==> config.mk <==
export PLATFORM = sky130hd
export DESIGN_NAME = pri_lane
export DESIGN_NICKNAME = d
export VERILOG_FILES = /design/src/design/pri_pkg.sv /design/src/design/pri_lane.sv
export SDC_FILE = /design/constraint.sdc
export NUM_CORES = 2
export LEC_CHECK = 0
export ABC_CLOCK_PERIOD_IN_PS = 6300
export BUFFER_PORTS_ARGS = -buffer_cell sky130_fd_sc_hd__buf_4
export CAP_MARGIN = 20
export CORE_MARGIN = 1.5
export CORE_UTILIZATION = 59
export CTS_BUF_LIST = sky130_fd_sc_hd__clkbuf_8
export DETAILED_ROUTE_END_ITERATION = 16
export PLACE_DENSITY = 0.81
export SETUP_SLACK_MARGIN = 0.5
export SLEW_MARGIN = 20
export SYNTH_ARGS = -nofsm -noshare
export SYNTH_HDL_FRONTEND = slang
export SYNTH_SLANG_ARGS = --single-unit
==> constraint.sdc <==
create_clock -name clk -period 6.3 [get_ports clk]
set_clock_uncertainty 0.05 [all_clocks]
set_input_delay 0.315 -clock clk [delete_from_list [all_inputs] [get_ports clk]]
set_output_delay 0.315 -clock clk [all_outputs]
set_load 0.005 [all_outputs]
==> src/design/pri_pkg.sv <==
// Shared types and constants of the rank engine.
// No dependencies.
package pri_pkg;

  // input word: one link-matrix row
  typedef struct packed {
    logic [31:0] row_links;
    logic        last_row;
  } pri_in_t;

  // output word: one page rank
  typedef struct packed {
    logic [4:0]  page_index;
    logic [30:0] rank_value;
    logic        last_rank;
  } pri_out_t;

  // lane controls from the sequencer
  typedef struct packed {
    logic clr;
    logic add;
    logic mul;
    logic upd;
    logic init;
    logic copy;
  } pri_lane_ctl_t;

  typedef enum logic [3:0] {
    ST_LOAD,
    ST_TELE_GO,
    ST_TELE_WAIT,
    ST_INIT_GO,
    ST_INIT_WAIT,
    ST_ITER,
    ST_FETCH,
    ST_SHARE_GO,
    ST_SHARE_WAIT,
    ST_MUL,
    ST_UPD,
    ST_MERGE,
    ST_DECIDE,
    ST_EMIT
  } pri_state_t;

  // register indexes
  localparam logic [1:0] REG_NODE_COUNT  = 2'd0;
  localparam logic [1:0] REG_DAMPING     = 2'd1;
  localparam logic [1:0] REG_MAX_ITER    = 2'd2;
  localparam logic [1:0] REG_CONV_LIMIT  = 2'd3;

  localparam logic [16:0] DAMP_ONE = 17'd65536;

endpackage

==> src/design/pri_lane.sv <==
// One column lane: accumulates incoming rank shares, applies damping and
// teleport, holds the current and next rank. Uses pri_pkg.
module pri_lane #(
  parameter int RW = 31,
  parameter int SW = 36
) (
  input  logic                  clk,
  input  pri_pkg::pri_lane_ctl_t ctl,
  input  logic [RW-1:0]         share,
  input  logic                  add_en,
  input  logic [RW-1:0]         init_val,
  input  logic [16:0]           dval,
  input  logic [RW-1:0]         tele,
  output logic [RW-1:0]         rank,
  output logic [RW-1:0]         diff
);
  import pri_pkg::*;

  localparam int LO = (SW + 1) / 2;
  localparam int HI = SW - LO;
  localparam int PW = 17 + SW;

  logic [SW-1:0]   sum_r;
  logic [16+LO:0]  plo_r;
  logic [16+HI:0]  phi_r;
  logic [RW-1:0]   nxt_r;
  logic [RW-1:0]   rank_r;
  logic [PW-1:0]   full;
  logic [PW:0]     tsum;
  logic [PW:0]     one_w;
  logic [RW-1:0]   v;

  // recombine the split product, scale by 2^-16, add teleport, saturate
  always_comb begin
    full  = (PW'(phi_r) << LO) + PW'(plo_r);
    tsum  = (PW+1)'(tele) + (PW+1)'(full >> 16);
    one_w = (PW+1)'(1) << (RW - 1);
    v     = (tsum > one_w) ? RW'(one_w) : RW'(tsum);
  end

  always_ff @(posedge clk) begin
    if (ctl.clr) begin
      sum_r <= '0;
    end else if (ctl.add && add_en) begin
      sum_r <= sum_r + SW'(share);
    end
    // damping multiply in two halves
    if (ctl.mul) begin
      plo_r <= dval * sum_r[LO-1:0];
      phi_r <= dval * sum_r[SW-1:LO];
    end
    if (ctl.upd) nxt_r <= v;
    if (ctl.init) begin
      rank_r <= init_val;
    end else if (ctl.copy) begin
      rank_r <= nxt_r;
    end
  end

  assign rank = rank_r;
  assign diff = (nxt_r >= rank_r) ? (nxt_r - rank_r) : (rank_r - nxt_r);
endmodule

==> out/qor.txt <==
Clock Root Buffer -> clkbuf_8
FP Rows -> 85
Synth area leader -> fa_1
H-tree levels -> 4
CP Max Fanout -> 6
Setup WS pre-CTS -> -284 ps
multi-input logic area -> 25300 um2
Worst-path clk slew -> 100 ps
Flop pwr share -> 17.3%
starting density of the core -> 59.7%
Leakage Power -> 18.8 nW
Comb power frac -> 73.5%
sequential fraction of the synthesis area -> 13.1%
clock sink count -> 152
worst skew pair latency -> 560 ps
Buffers on Ports -> 179
Pins Over Slew Limit -> 0
CP dominant cell by count -> fa_1
DR vias/cell -> 5.64
Syn Inst Count -> 3701
Num CTS Buffers -> 17
Clk pwr share -> 9.2%
pwr dens -> 225 nW/um2
Crit. End Element -> flop
NumNets Final -> 4939
crit-path cells -> buf_12 -> and2_4 -> fa_1 -> inv_1 -> fa_1 -> fa_1 -> fa_1 -> inv_1 -> fa_1 -> inv_1 -> fa_1 -> inv_2 -> ha_4 -> a21o_1 -> a21oi_2 -> o31a_1 -> o211ai_1 -> buf_4 -> a2111oi_4 -> nor4b_2 -> o21a_1 -> o2111a_1 -> a311o_1
filler instances -> 4183
CTS tree -> built
Distinct cells, synth -> 86
failing checks -> negative setup slack
synthesized flop and latch total -> 152
Crit Path Class -> reg2reg
hold slack -> 88.6 ps
sw frac -> 48.5%
Final setup viols -> 1
number of I/O pins -> 180
synthesized area per cell -> 8.68 um2
Syn Nets -> 4656
area grow syn2layout -> 15.3%
Crit path largest cell delay -> 500 ps
antenna-violating nets left -> 0
yosys warns -> 0
Required @ worst endpoint -> 6550 ps
Psw -> 4.03 mW
Tightest Pin Transition -> 879 ps
grt ovf -> 0
ys async rst share -> 0%
Seq. cell area -> 4270 um2
worst vdd ir -> 0.167 mV
Slowest cell on crit path -> fa_1
total global-route track usage -> 30.1%
initial antenna violation count -> 0
Tcrit/Tclk final -> 101%
Main synth FF type -> edfxtp_1
Residual DRC -> 0
Fin. Hold Viols -> 0
die area -> 55900 um2
number of flops mapped to enable cells by yosys -> 116
vias -> 26500
starting DRC count in detailed routing -> 1528
Final Total Pwr -> 8.32 mW
global-route wire length before repair -> 135000 um
core area -> 53800 um2
crit path launch type -> flop
diodes inserted -> 0
Die Span Y -> 236 um
status -> finished, violations left
top post-synthesis cells by count -> inv_1, nand2_1, fa_1
Final Worst Setup Slack -> -60.1 ps
DRT Wirelength -> 82900 um
worst min path class -> in2reg
Synth area leaders -> fa_1, ha_1, edfxtp_1, inv_1, nand2_1
Clock Tree Buf Depth -> 2
post-synth top area share -> 30.0%
placed wire-length estimate -> 67700 um
mean routed wirelength per cell -> 17.7 um
vias in the first global route -> 27400
slew margin rel. -> 40.7%
RePlAce Congestion -> 0.922
number of detailed-route iterations in the first pass -> 6
Arr. time, crit path -> 6610 ps
RSZ-0062 raised after global routing -> true
count leader, synth -> inv_1
max frequency -> 157 MHz
layout cells sized above 1 -> 15.2%
die width -> 236 um
cell-internal power -> 4.29 mW
MaxCap Viol Count -> 0
Final Critical Period -> 6360 ps
Syn Std Cell Area -> 32100 um2
pin count of the biggest net entering global routing -> 63
==> cell usage in the layout, fill, tap and decap left out, types with 8 or more instances in the layout <==
cell type | Yosys | layout
dfxtp_1 | 36 | 8
buf_6 | 1 | 14
o211ai_1 | 20 | 20
xnor2_2 | 1 | 8
o21a_1 | 28 | 28
edfxtp_1 | 116 | 116
mux2i_1 | 12 | 12
nand2b_1 | 18 | 17
nor2b_1 | 25 | 22
buf_12 | 0 | 19
nor3_1 | 30 | 25
xnor2_1 | 96 | 88
and3_1 | 26 | 25
buf_4 | 1 | 367
xor2_1 | 63 | 59
clkbuf_8 | 0 | 17
inv_1 | 679 | 661
or3_1 | 11 | 10
nand4_1 | 26 | 26
a21oi_2 | 0 | 12
fa_2 | 0 | 17
nand3_1 | 37 | 36
o21bai_1 | 25 | 25
nor2_1 | 131 | 125
ha_1 | 356 | 347
dfxtp_4 | 0 | 14
a211oi_1 | 20 | 18
dfxtp_2 | 0 | 14
fa_1 | 481 | 464
a21oi_1 | 181 | 166
nand2_1 | 499 | 495
inv_2 | 0 | 18
dlygate4sd3_1 | 0 | 31
a21o_1 | 83 | 83
o31a_1 | 9 | 9
a31oi_1 | 15 | 14
o21ai_0 | 109 | 102
and2_1 | 273 | 266
==> sequential cells by signal, summed over array words and instances (netlist names) <==
name,count
rank,31
nxt_r,31
sum_r,36
plo_r,19
phi_r,35
==> timing repair <==
item,in CTS,in global routing
pin swaps,35,61
endpoints found under the setup margin,28,64
hold endpoints to repair,31,0
hold buffers,31,0
setup buffers,14,21
gates resized for setup,54,120
gates cloned,0,1
==> metal layers <==
metal	GRT usage, %	up-vias	part of all wire (%)
met2	52.7	1096	49
met1	37.8	12800	40
li1	-	12300	-
met5	0	-	0
met4	10.8	0	3.5
met3	4.31	190	7.3
==> kinds of logic (layout without fill, tap and decap cells) <==
family | Yosys count | in the layout | share of synthesized area (%)
buf+inv | 848 | 1144 | 9.95
fa+ha+maj | 837 | 837 | 43.8
compound gates | 572 | 572 | 11.5
flops | 152 | 152 | 13.1
mux | 17 | 17 | 0.549
simple gates | 1115 | 1115 | 16.8
xor+xnor | 160 | 160 | 4.38
==> worst paths after layout <==
| check | from | cells past startpoint | to | slack (ps) |
|---|---|---|---|---|
| max | sum_r[24]$_SDFFE_PP0P_ | 23 | phi_r[33]$_DFFE_PP_ | -60 |
| min | share[0] | 4 | sum_r[0]$_SDFFE_PP0P_ | 90 |
| max reg2reg | sum_r[24]$_SDFFE_PP0P_ | 23 | phi_r[33]$_DFFE_PP_ | -60 |
| min reg2reg | sum_r[21]$_SDFFE_PP0P_ | 2 | sum_r[21]$_SDFFE_PP0P_ | 490 |
==> critical path, delay by kind of cell (launching register included) <==
kind | cells | cell delay [ps]
fa+ha+maj | 7 | 3120
compound gates | 8 | 1800
buf+inv | 6 | 510
flops | 1 | 380
simple gates | 2 | 220
==> metrics by stage <==
stage / TNS, ps / instance area, um2 / util, % / instances
floorplan: 0 / 32800 / - / 3701
global placement: -662 / 35500 / 65.9 / 4594
detailed placement: -2030 / 35500 / 65.9 / 4594
CTS: 0 / 36400 / 67.7 / 4671
global route: -1230 / 37100 / 68.9 / 4693
finish: -60.1 / 37100 / 68.9 / 4693
==> power by group through the flow <==
stage | Sequential (mW) | Combinational, mW | Clock, mW
after global placement | 1.46 | 5.52 | 0
after global routing | 1.45 | 6.81 | 0.811
final | 1.44 | 6.12 | 0.768
after floorplan | 1.40 | 4.09 | 0
after CTS | 1.44 | 5.77 | 0.781
after detailed placement | 1.46 | 5.67 | 0
==> layout make-up <==
| class | instances | share of cell area (%) |
|---|---|---|
| timing repair buffer | 433 | 9.83 |
| tap | 696 | 2.35 |
| inverter | 679 | 6.88 |
| clock buffer | 17 | 0.631 |
| multi-input combinational | 2701 | 68.4 |
| clock inverter | 15 | 0.405 |
| sequential | 152 | 11.5 |
Note: power is estimated with default switching activity, not from simulation.
