[src/design/pri_div.sv]
// Restoring divider, one quotient bit per cycle, 6-bit divisor.
// Depends on nothing outside this file.
module pri_div #(
  parameter int DW = 31
) (
  input  logic          clk,
  input  logic          rst_n,
  input  logic          start,
  input  logic [DW-1:0] dividend,
  input  logic [5:0]    divisor,
  output logic          done,
  output logic [DW-1:0] quot
);
  localparam int CNTW = $clog2(DW + 1);

  logic [DW-1:0]   q_r;
  logic [5:0]      rem_r;
  logic [5:0]      dvs_r;
  logic [CNTW-1:0] cnt_r;
  logic            done_r;
  logic [6:0]      trial;
  logic            ge;

  // trial subtract of the shifted remainder
  assign trial = {rem_r, q_r[DW-1]};
  assign ge    = trial >= {1'b0, dvs_r};

  always_ff @(posedge clk) begin
    if (!rst_n) begin
      cnt_r  <= '0;
      done_r <= 1'b0;
    end else begin
      done_r <= 1'b0;
      if (start) begin
        cnt_r <= CNTW'(DW);
      end else if (cnt_r != '0) begin
        cnt_r <= cnt_r - CNTW'(1);
        if (cnt_r == CNTW'(1)) done_r <= 1'b1;
      end
    end
  end

  always_ff @(posedge clk) begin
    if (start) begin
      q_r   <= dividend;
      rem_r <= '0;
      dvs_r <= divisor;
    end else if (cnt_r != '0) begin
      q_r   <= {q_r[DW-2:0], ge};
      rem_r <= ge ? 6'(trial - {1'b0, dvs_r}) : 6'(trial);
    end
  end

  assign done = done_r;
  assign quot = q_r;
endmodule

[config.mk]
export PLATFORM = sky130hd
export DESIGN_NAME = pri_div
export DESIGN_NICKNAME = d
export VERILOG_FILES = /design/src/design/pri_div.sv
export SDC_FILE = /design/constraint.sdc
export NUM_CORES = 1
export LEC_CHECK = 0
export ABC_AREA = 1
export BUFFER_PORTS_ARGS = -buffer_cell sky130_fd_sc_hd__buf_2
export CORE_AREA = 2 2 98 53
export DETAILED_ROUTE_END_ITERATION = 10
export DIE_AREA = 0 0 100 55
export PLACE_DENSITY = 0.82
export RECOVER_POWER = 50
export SLEW_MARGIN = 20
export SYNTH_ARGS = -nofsm -noshare
export SYNTH_HDL_FRONTEND = slang
export SYNTH_SLANG_ARGS = --single-unit
[constraint.sdc]
create_clock -name clk -period 2.6 [get_ports clk]
set_input_delay 0.13 -clock clk [delete_from_list [all_inputs] [get_ports clk]]
set_output_delay 0.13 -clock clk [all_outputs]
set_load 0.03 [all_outputs]
==> run summary, run 1 <==
Remaining Overflow, GRT = 0
worst reg-to-reg path cell count = 8
final number of setup-violating endpoints = 0
residual DRC count = 0
number of buffers inserted during clock tree synthesis = 5
predominant post-synthesis flop cell = sky130_fd_sc_hd__edfxtp_1
top post-synthesis cells by area = sky130_fd_sc_hd__edfxtp_1 46%, sky130_fd_sc_hd__nand2_1 20%, sky130_fd_sc_hd__dfxtp_1 9.9%
via-per-instance ratio = 5.04
number of antenna diodes = 0
Vias = 2,088
ratio of cells with drive above 1 in the final layout = 20.6%
share of the synthesized area in compound gates (AO/OA/AOI/OAI) = 2.21%
Row Count = 18
Max Slew Vio Count = 42
post-synthesis cell type with the largest combined area = sky130_fd_sc_hd__edfxtp_1
unrepaired setup endpoints after global routing = no
Hold Path Class = in -> reg
CP Capture Type = flop
final-stage net count = 403
total number of clock tree sinks = 49
total of fill cells in the finished design = 391
maximum number of pins on one net before global-route repair = 42
number of optimization iterations in the first detailed-route pass = 5
Max-cap violations = 1
antenna violations before repair = 0
Clock Tree Buf Depth = 2
Iter 0 DRT Violations = 125
Synth warnings = 0
launch point of the worst hold path = divisor[4]
CTS tree = done
sequential cell area = 1350 sq um
wire length of the first global-routing pass = 8700 um
wire length per cell = 13.7 um
area used by multi-input combinational logic = 947 sq um
clock skew after layout = 11.2 ps
CTS resizes = 0
count of input and output buffers = 71
vertical die dimension = 55 um
number of cells produced by synthesis = 276
Hold Violations, Final = 0
area share of xor/xnor cells in the synthesized design = 0.719%
post-synthesis cell type count = 26
horizontal die dimension = 100 um
failing checks = max-capacitance violations, max-slew violations
worst reg2reg path endpoint = quot[6]
die footprint = 5500 sq um
combinational family with the most area after synthesis = simple AND/OR/NAND/NOR gates
reported leakage power = 1.48 nW
Post-Synth Simple-Gate Area = 30.5%
worst hold path depth = 1
outcome = finished, violations left
asr flop ratio synth = 0%
class of the most critical setup path = in -> reg
layout overhead on the synthesized area = 22.4%
highest ir drop seen on vdd = 0.466 mV
via count of the first global-routing pass = 1,808
power density of the placed cells = 845 nW/um^2
synthesized-area fraction occupied by adder cells = 5.44%
Avg Inst Size Synth = 8.83 sq um
worst min-delay path endpoint = dvs_r[4]
post-route ant nets = 0
clock root buffer = sky130_fd_sc_hd__clkbuf_8
# H-tree levels = 2
proportion of netlist area held by the largest area contributor = 45.6%
weighted congestion at the end of routability-driven global placement = 0.931
reg-to-reg startpoint = cnt_r[0]
final-layout setup total negative slack = 0 ps
period utilisation layout = 78.4%
Final min period = 2040 ps
proportion of synthesized area in mux cells = 0%
relative max-transition margin = -25.4%
Critical Path Start Type = input pin
Worst-path clk slew = 90 ps
Post-synth EDFFs = 37
peak fanout along the critical path = 41
Ports = 72
Highest Clock Rate = 491 MHz
worst path arrival time = 2240 ps
total half-perimeter wirelength after legalization and detailed placement = 4200 um
number of flip-flops and latches in the synthesized netlist = 49
actual transition at the worst max-transition pin = 1880 ps
CP Data Required Time = 2800 ps
nets in the synthesized netlist = 326
gr usage total = 21.5%
routed wire length = 5680 um
fin util = 63.7%
sequential-to-total area share from yosys stat = 55.5%
post-synth design cell area = 2440 sq um
Std-Cell Core Area = 4680 sq um
internal reg-to-reg setup slack = 680 ps
clock network latency to the later pin of the worst-skew pair = 300 ps
starting utilization of the core area = 52.0%
==> final cells by class <==
cell class	instances	share of cell area, %
multi-input cells	191	31.8
clock buffers	5	2.31
flip-flops and latches	49	45.3
inverters	28	3.52
repair buffers	78	13.2
clock inverters	3	1.38
well taps	60	2.52
==> flip-flops by register name (all words and copies together) (netlist names) <==
name	count
dvs_r	6
rem_r	6
done	1
quot	31
cnt_r	5
==> critical path: stages <==
cell and delay, ps:
sky130_fd_sc_hd__clkbuf_1 240, sky130_fd_sc_hd__clkbuf_1 1390, sky130_fd_sc_hd__nor2_4 160, sky130_fd_sc_hd__a221oi_1 320
==> per-layer routing <==
metal  vias up  GRT usage, %  routed length, um
li1       1038             -                  -
met3         5          7.66                490
met1       956          31.5               2730
met2        89          30.9               2420
met5         -             0                  0
met4         0          4.11                 35
==> Yosys cell counts (3+ instances only) <==
master,instances
sky130_fd_sc_hd__dfxtp_1,12
sky130_fd_sc_hd__inv_1,25
sky130_fd_sc_hd__inv_2,3
sky130_fd_sc_hd__a21oi_1,3
sky130_fd_sc_hd__clkbuf_1,6
sky130_fd_sc_hd__nand4_1,9
sky130_fd_sc_hd__nand3_1,8
sky130_fd_sc_hd__ha_1,9
sky130_fd_sc_hd__nand3_2,4
sky130_fd_sc_hd__nor2_1,10
sky130_fd_sc_hd__nand2_1,132
sky130_fd_sc_hd__edfxtp_1,37
==> what timing repair did <==
| action | CTS | global route |
|---|---|---|
| hold buffers | 3 | 2 |
| endpoints found under the hold margin | 3 | 2 |
| setup buffers | 0 | 0 |
==> worst max-delay path by stage <==
stage / from / to / cells after the start
finish: start / cnt_r[1] / 4
global route: start / cnt_r[1] / 4
CTS: cnt_r[0] / quot[28] / 8
detailed placement: cnt_r[0] / quot[5] / 8
global placement: cnt_r[0] / quot[15] / 8
floorplan: quot[30] / rem_r[4] / 8
==> cell families after synthesis <==
logic type	count (synthesis)
DFF	49
AOI/OAI and AO/OA	7
adders and majority gates	10
and+or+nand+nor	172
xor gates and xnor gates	2
buffers and inverters	36
==> stage by stage <==
step / instances / power (W) / instance area (sq um) / setup WS, ps / hold WS, ps
floorplan: 276 / 0.00175 / 2440 / 780 / 229
global placement: 401 / 0.00197 / 2850 / 763 / 307
detailed placement: 401 / 0.00199 / 2850 / 700 / 309
CTS: 412 / 0.00253 / 2990 / 674 / 2.00
global route: 414 / 0.00269 / 2980 / 405 / 1.84
finish: 414 / 0.00252 / 2980 / 562 / 15.9
==> placed cells by master (no fill, tap or decap), drive strengths merged <==
master,count
ha,9
a221oi,1
xor2,2
inv,28
nor3,2
clkinv,1
nand2,132
nand3,13
buf,54
nor2,12
clkbuf,24
clkinvlp,1
dfxtp,12
or2,3
bufinv,1
edfxtp,37
nor3b,1
dlygate4sd3,5
a21oi,4
nand4,9
a311oi,1
o21ai,1
fa,1
==> report_power, final <==
part	switching, W	internal (W)
combinational	0.000602	0.000306
sequential	0.0000936	0.000985
clock	0.000250	0.000283
Power figures use the tool's default switching activity.
==> run 2: changes to the inputs <==
ABC_AREA = 0   (was 1)
CORE_AREA = 2 2 105 56   (was 2 2 98 53)
DIE_AREA = 0 0 107 58   (was 0 0 100 55)
PLACE_DENSITY = 0.75   (was 0.82)
clock period = 1.68 ns   (was 2.6 ns; I/O delays follow)
==> run summary, run 2 <==
predominant post-synthesis flop cell = sky130_fd_sc_hd__edfxtp_1
internal power component = 0.00270 W
Critical Path Slowest Stage Cell = sky130_fd_sc_hd__edfxtp_1
Avg Inst Size Synth = 13.3 sq um
number of cells produced by synthesis = 177
top layer reached by signal wires = met3
number of antenna diodes = 0
failing checks = negative setup slack
Max-cap violations = 0
nets in the synthesized netlist = 227
clock network latency to the later pin of the worst-skew pair = 300 ps
number of buffers inserted during clock tree synthesis = 5
Row Count = 19
combinational family with the most area after synthesis = multiplexers
final number of setup-violating endpoints = 7
antenna violations before repair = 0
# H-tree levels = 2
cell breakdown of the critical path = inv_2, ha_4, nand2b_4, a211o_1, a21oi_4, buf_6, mux2i_1, a211oi_2
max FFs per register = 31
vertical die dimension = 58 um
CP Data Required Time = 1870 ps
Max Slew Vio Count = 0
peak fanout along the critical path = 6
Worst-path clk slew = 90 ps
reported leakage power = 1.40 nW
Post-Synth Simple-Gate Area = 8.28%
M1 wire length = 2550 um
ratio of cells with drive above 1 in the final layout = 50.7%
power density of the placed cells = 1270 nW/um^2
relative max-transition margin = 30.1%
total length of routed met2 wires = 1930 um
CP Capture Type = flop
via count of the first global-routing pass = 1,606
wire length of the first global-routing pass = 7620 um
worst path arrival time = 2060 ps
Hold Violations, Final = 0
sequential-to-total area share from yosys stat = 57.4%
post-synthesis cell type with the largest combined area = sky130_fd_sc_hd__edfxtp_1
Remaining Overflow, GRT = 0
asr flop ratio synth = 0%
proportion of synthesized area in mux cells = 16.5%
via-per-instance ratio = 4.69
count of input and output buffers = 71
gr usage total = 15.9%
weighted congestion at the end of routability-driven global placement = 0.830
routed wire length = 4850 um
layout overhead on the synthesized area = 37.9%
CTS tree = done
clock root buffer = sky130_fd_sc_hd__clkbuf_8
number of flip-flops and latches in the synthesized netlist = 49
synthesized-area fraction occupied by adder cells = 5.63%
number of optimization iterations in the first detailed-route pass = 4
Synth warnings = 0
Iter 0 DRT Violations = 84
Clock Tree Buf Depth = 2
switching power summed over all nets = 0.00143 W
top post-synthesis cells by area = sky130_fd_sc_hd__edfxtp_1 47%, sky130_fd_sc_hd__mux2_2 14%, sky130_fd_sc_hd__dfxtp_1 10%
switching portion of total power = 34.7%
post-route ant nets = 0
Post-synth EDFFs = 37
post-synth design cell area = 2360 sq um
Hold Path Class = in -> reg
Vias = 1,674
final-stage net count = 333
Ports = 72
Critical Path Start Type = flop
maximum number of pins on one net before global-route repair = 35
smallest hold slack = 67.3 ps
power share of the combinational group = 42.8%
clock skew after layout = 11.9 ps
unrepaired setup endpoints after global routing = yes
Std-Cell Core Area = 5300 sq um
most common library cells after synthesis = 37 x sky130_fd_sc_hd__edfxtp_1, 30 x sky130_fd_sc_hd__mux2_2, 12 x sky130_fd_sc_hd__dfxtp_1
horizontal die dimension = 107 um
worst setup slack after layout = -195 ps
proportion of netlist area held by the largest area contributor = 47.2%
highest ir drop seen on vdd = 0.591 mV
starting utilization of the core area = 44.4%
period utilisation layout = 112%
class of the most critical setup path = reg -> reg
total number of clock tree sinks = 49
outcome = finished, violations left
Highest Clock Rate = 533 MHz
Final min period = 1880 ps
detailed route wirelength on metal3 = 377 um
most common library cell in the layout ignoring fill and taps = sky130_fd_sc_hd__buf_2
leading cell types in the layout, fill and taps excluded = 57 x sky130_fd_sc_hd__buf_2, 37 x sky130_fd_sc_hd__edfxtp_1, 30 x sky130_fd_sc_hd__mux2_2, 22 x sky130_fd_sc_hd__buf_4, 15 x sky130_fd_sc_hd__clkbuf_1
area share of xor/xnor cells in the synthesized design = 1.49%
die footprint = 6210 sq um
wire length per cell = 13.6 um
total half-perimeter wirelength after legalization and detailed placement = 3500 um
total of fill cells in the finished design = 445
share of the synthesized area in compound gates (AO/OA/AOI/OAI) = 8.02%
residual DRC count = 0
Inst Count DP = 337
actual transition at the worst max-transition pin = 1050 ps
proportion of power drawn by the clock network = 16.6%
share of total power in sequential cells = 40.6%
final cell count without fillers = 357
delay of the slowest critical-path stage = 400 ps
count leader, synth = sky130_fd_sc_hd__edfxtp_1
post-synthesis cell type count = 38
-- run 2: cell types whose count changed in the layout (fill, tap and decap cells not counted), moves of 4 or more --
cell	change
sky130_fd_sc_hd__inv_1	-16
sky130_fd_sc_hd__nand3_2	-4
sky130_fd_sc_hd__mux2i_1	+5
sky130_fd_sc_hd__nand4_1	-9
sky130_fd_sc_hd__buf_2	+4
sky130_fd_sc_hd__o21a_1	+5
sky130_fd_sc_hd__ha_1	-5
sky130_fd_sc_hd__buf_4	+21
sky130_fd_sc_hd__mux2_2	+30
sky130_fd_sc_hd__clkbuf_1	-4
sky130_fd_sc_hd__nand2_1	-129
sky130_fd_sc_hd__nand3_1	-8
-- run 2: area by class of cell --
cell class	count	area (sq um)	share of cell area, %
Sequential cell	49	1350	41.6
Multi-Input combinational cell	111	1030	31.8
Timing Repair Buffer	105	641	19.7
Tap cell	73	91.3	2.81
Clock buffer	5	68.8	2.12
Inverter	11	41.3	1.27
Clock inverter	3	21.3	0.655
-- run 2: repair_timing --
action	in CTS	in global routing
gates resized for setup	8	7
buffers inserted	1	5
hold buffers	6	0
endpoints found under the hold margin	6	0
endpoints found under the setup margin	7	24
pin swaps	3	4
-- run 2: metrics by stage --
step	utilization [%]	area, sq um	power, W	TNS (ps)	setup slack [ps]
after floorplan	-	2380	0.00271	-4510	-312
after global placement	56.5	3000	0.00325	-883	-191
after detailed placement	56.5	3000	0.00328	-1210	-221
after CTS	60.3	3200	0.00407	-1040	-193
after global routing	61.3	3250	0.00438	-1570	-280
final	61.3	3250	0.00413	-1100	-195
-- run 2: cells by family after synthesis --
kind of cell    count (synthesis)
buf+inv                        17
simple gates                   36
fa+ha+maj                      10
xor+xnor                        4
compound gates                 26
flops                          49
mux                            35
-- run 2: worst paths after layout --
path,slack (ps),start,end,cells after the start
max reg2reg,-200,quot[30],rem_r[2],8
min reg2reg,550,rem_r[4],rem_r[4],2
min,70,rst_n,cnt_r[2],2
max,-200,quot[30],rem_r[2],8
-- run 2: power by group through the flow --
stage	Sequential [W]	Clock [W]	Combinational (W)
floorplan	0.00192	0	0.000791
global placement	0.00168	0	0.00157
detailed placement	0.00169	0	0.00159
CTS	0.00168	0.000713	0.00168
global route	0.00170	0.000766	0.00192
finish	0.00168	0.000684	0.00177
-- run 2: worst max-delay path: cells and delay by family, from the launching register on --
| kind | cells | cell delay [ps] |
|---|---|---|
| AOI/OAI and AO/OA | 3 | 560 |
| adders and majority gates | 1 | 210 |
| buffers and inverters | 2 | 270 |
| DFF | 1 | 400 |
| muxes | 1 | 210 |
| and+or+nand+nor | 1 | 130 |
-- run 2: per-layer routing --
metal / vias up / track usage, %
met1: 751 / 23.7
met4: 0 / 2.78
li1: 864 / -
met3: 0 / 5.74
met2: 59 / 22.7
met5: - / 0
==> run 3: changes to the inputs <==
CORE_AREA = 2 2 103 55   (was 2 2 105 56)
CTS_BUF_LIST = sky130_fd_sc_hd__clkbuf_4 sky130_fd_sc_hd__clkbuf_8   (was unset)
DIE_AREA = 0 0 105 57   (was 0 0 107 58)
PLACE_DENSITY = 0.78   (was 0.75)
==> run summary, run 3 (same netlist as run 2, synthesis figures left out) <==
# H-tree levels = 2
period utilisation layout = 111%
switching power summed over all nets = 0.00143 W
Row Count = 19
vertical die dimension = 57 um
Clock Tree Buf Depth = 2
Max-cap violations = 0
peak fanout along the critical path = 3
Iter 0 DRT Violations = 71
routed wire length = 4830 um
proportion of power drawn by the clock network = 18.9%
internal reg-to-reg setup slack = -180 ps
worst setup slack after layout = -183 ps
power share of the combinational group = 42.3%
antenna violations before repair = 0
Highest Clock Rate = 537 MHz
gr usage total = 16.8%
horizontal die dimension = 105 um
final std cell area, no fill = 3260 sq um
Final min period = 1860 ps
Std-Cell Core Area = 5180 sq um
outcome = finished, violations left
CP Capture Type = flop
Hold Path Class = in -> reg
Critical Path Start Type = flop
worst path arrival time = 2050 ps
CTS tree = done
total half-perimeter wirelength after legalization and detailed placement = 3420 um
max FFs per register = 31
power density of the placed cells = 1330 nW/um^2
wire length of the first global-routing pass = 7780 um
weighted congestion at the end of routability-driven global placement = 0.816
Ports = 72
total number of clock tree sinks = 49
class of the most critical setup path = reg -> reg
Max Slew Vio Count = 0
maximum number of pins on one net before global-route repair = 55
wire length per cell = 13.7 um
layout overhead on the synthesized area = 38.4%
ratio of cells with drive above 1 in the final layout = 54.6%
Worst-path clk slew = 80 ps
via count of the first global-routing pass = 1,639
failing checks = negative setup slack
post-route ant nets = 0
number of optimization iterations in the first detailed-route pass = 6
clock root buffer = sky130_fd_sc_hd__clkbuf_8
final-stage net count = 329
number of antenna diodes = 0
reported leakage power = 1.43 nW
highest ir drop seen on vdd = 0.748 mV
cell area reported after detailed placement = 3000 sq um
Hold Violations, Final = 0
actual transition at the worst max-transition pin = 281 ps
Vias = 1,720
clock network latency to the later pin of the worst-skew pair = 290 ps
Remaining Overflow, GRT = 0
starting utilization of the core area = 45.5%
most common library cell in the layout ignoring fill and taps = sky130_fd_sc_hd__buf_2
die footprint = 5990 sq um
internal power component = 0.00289 W
switching portion of total power = 33.1%
number of buffers inserted during clock tree synthesis = 5
via-per-instance ratio = 4.87
leading cell types in the layout, fill and taps excluded = 71 x sky130_fd_sc_hd__buf_2, 37 x sky130_fd_sc_hd__edfxtp_1, 30 x sky130_fd_sc_hd__mux2_2, 20 x sky130_fd_sc_hd__buf_4, 12 x sky130_fd_sc_hd__dfxtp_1
CP Data Required Time = 1870 ps
share of total power in sequential cells = 38.8%
clock skew after layout = 5.12 ps
relative max-transition margin = 81.3%
final-layout setup total negative slack = -1120 ps
residual DRC count = 0
final number of setup-violating endpoints = 7
count of input and output buffers = 71
unrepaired setup endpoints after global routing = yes
-- run 3: changes by cell type in the layout (fill, tap and decap cells not counted), moves of 2 or more --
cell	change
sky130_fd_sc_hd__buf_2	+14
sky130_fd_sc_hd__buf_6	-2
sky130_fd_sc_hd__clkbuf_1	-15
sky130_fd_sc_hd__buf_4	-2
-- run 3: area by class of cell --
type                       instances  area (sq um)
multi-input combinational        111          1030
inverter                          11          41.3
tap                               73          91.3
clock inverter                     2          33.8
fill                             430          1920
timing repair buffer             101           637
clock buffer                       6          76.3
sequential                        49          1350
-- run 3: worst paths after layout --
check	from	end	cells past startpoint
max reg2reg	quot[30]	rem_r[1]	8
min reg2reg	rem_r[3]	rem_r[3]	2
min	rst_n	cnt_r[1]	2
max	quot[30]	rem_r[1]	8
-- run 3: through the flow --
stage / utilization (%) / setup WS [ps] / total power [W] / hold WS (ps) / cells
floorplan: - / -312 / 0.00271 / 183 / 177
global placement: 57.8 / -152 / 0.00331 / 260 / 335
detailed placement: 57.8 / -209 / 0.00335 / 262 / 335
CTS: 62.0 / -194 / 0.00428 / 53.4 / 351
global route: 62.9 / -297 / 0.00458 / 55.6 / 353
finish: 62.9 / -183 / 0.00433 / 68.9 / 353
-- run 3: what timing repair did --
item | CTS | global route
hold buffers | 6 | 0
endpoints found under the hold margin | 6 | 0
cloned | 0 | 0
resized for setup | 6 | 6
setup endpoints to repair | 7 | 40
pin swaps | 8 | 1
buffers inserted | 2 | 2
-- run 3: power groups by stage --
stage	combinational (W)	clock, W	sequential [W]
detailed placement	0.00167	0	0.00168
CTS	0.00176	0.000853	0.00167
global route	0.00197	0.000900	0.00171
global placement	0.00163	0	0.00169
floorplan	0.000791	0	0.00192
finish	0.00183	0.000817	0.00168
-- run 3: critical path, cell delays in order, from the launching register on --
cell and delay (ps):
sky130_fd_sc_hd__edfxtp_1 400, sky130_fd_sc_hd__inv_2 110, sky130_fd_sc_hd__ha_4 210, sky130_fd_sc_hd__nand2b_4 130
sky130_fd_sc_hd__a211o_1 290, sky130_fd_sc_hd__a21oi_4 190, sky130_fd_sc_hd__buf_4 140, sky130_fd_sc_hd__nor4_2 30
sky130_fd_sc_hd__a211o_2 260
-- run 3: per-layer routing --
layer  wire, um  global-route usage (%)
met5          0                       0
met1       2400                    23.6
met2       2010                    24.8
met3        394                    6.06
met4         34                    4.57
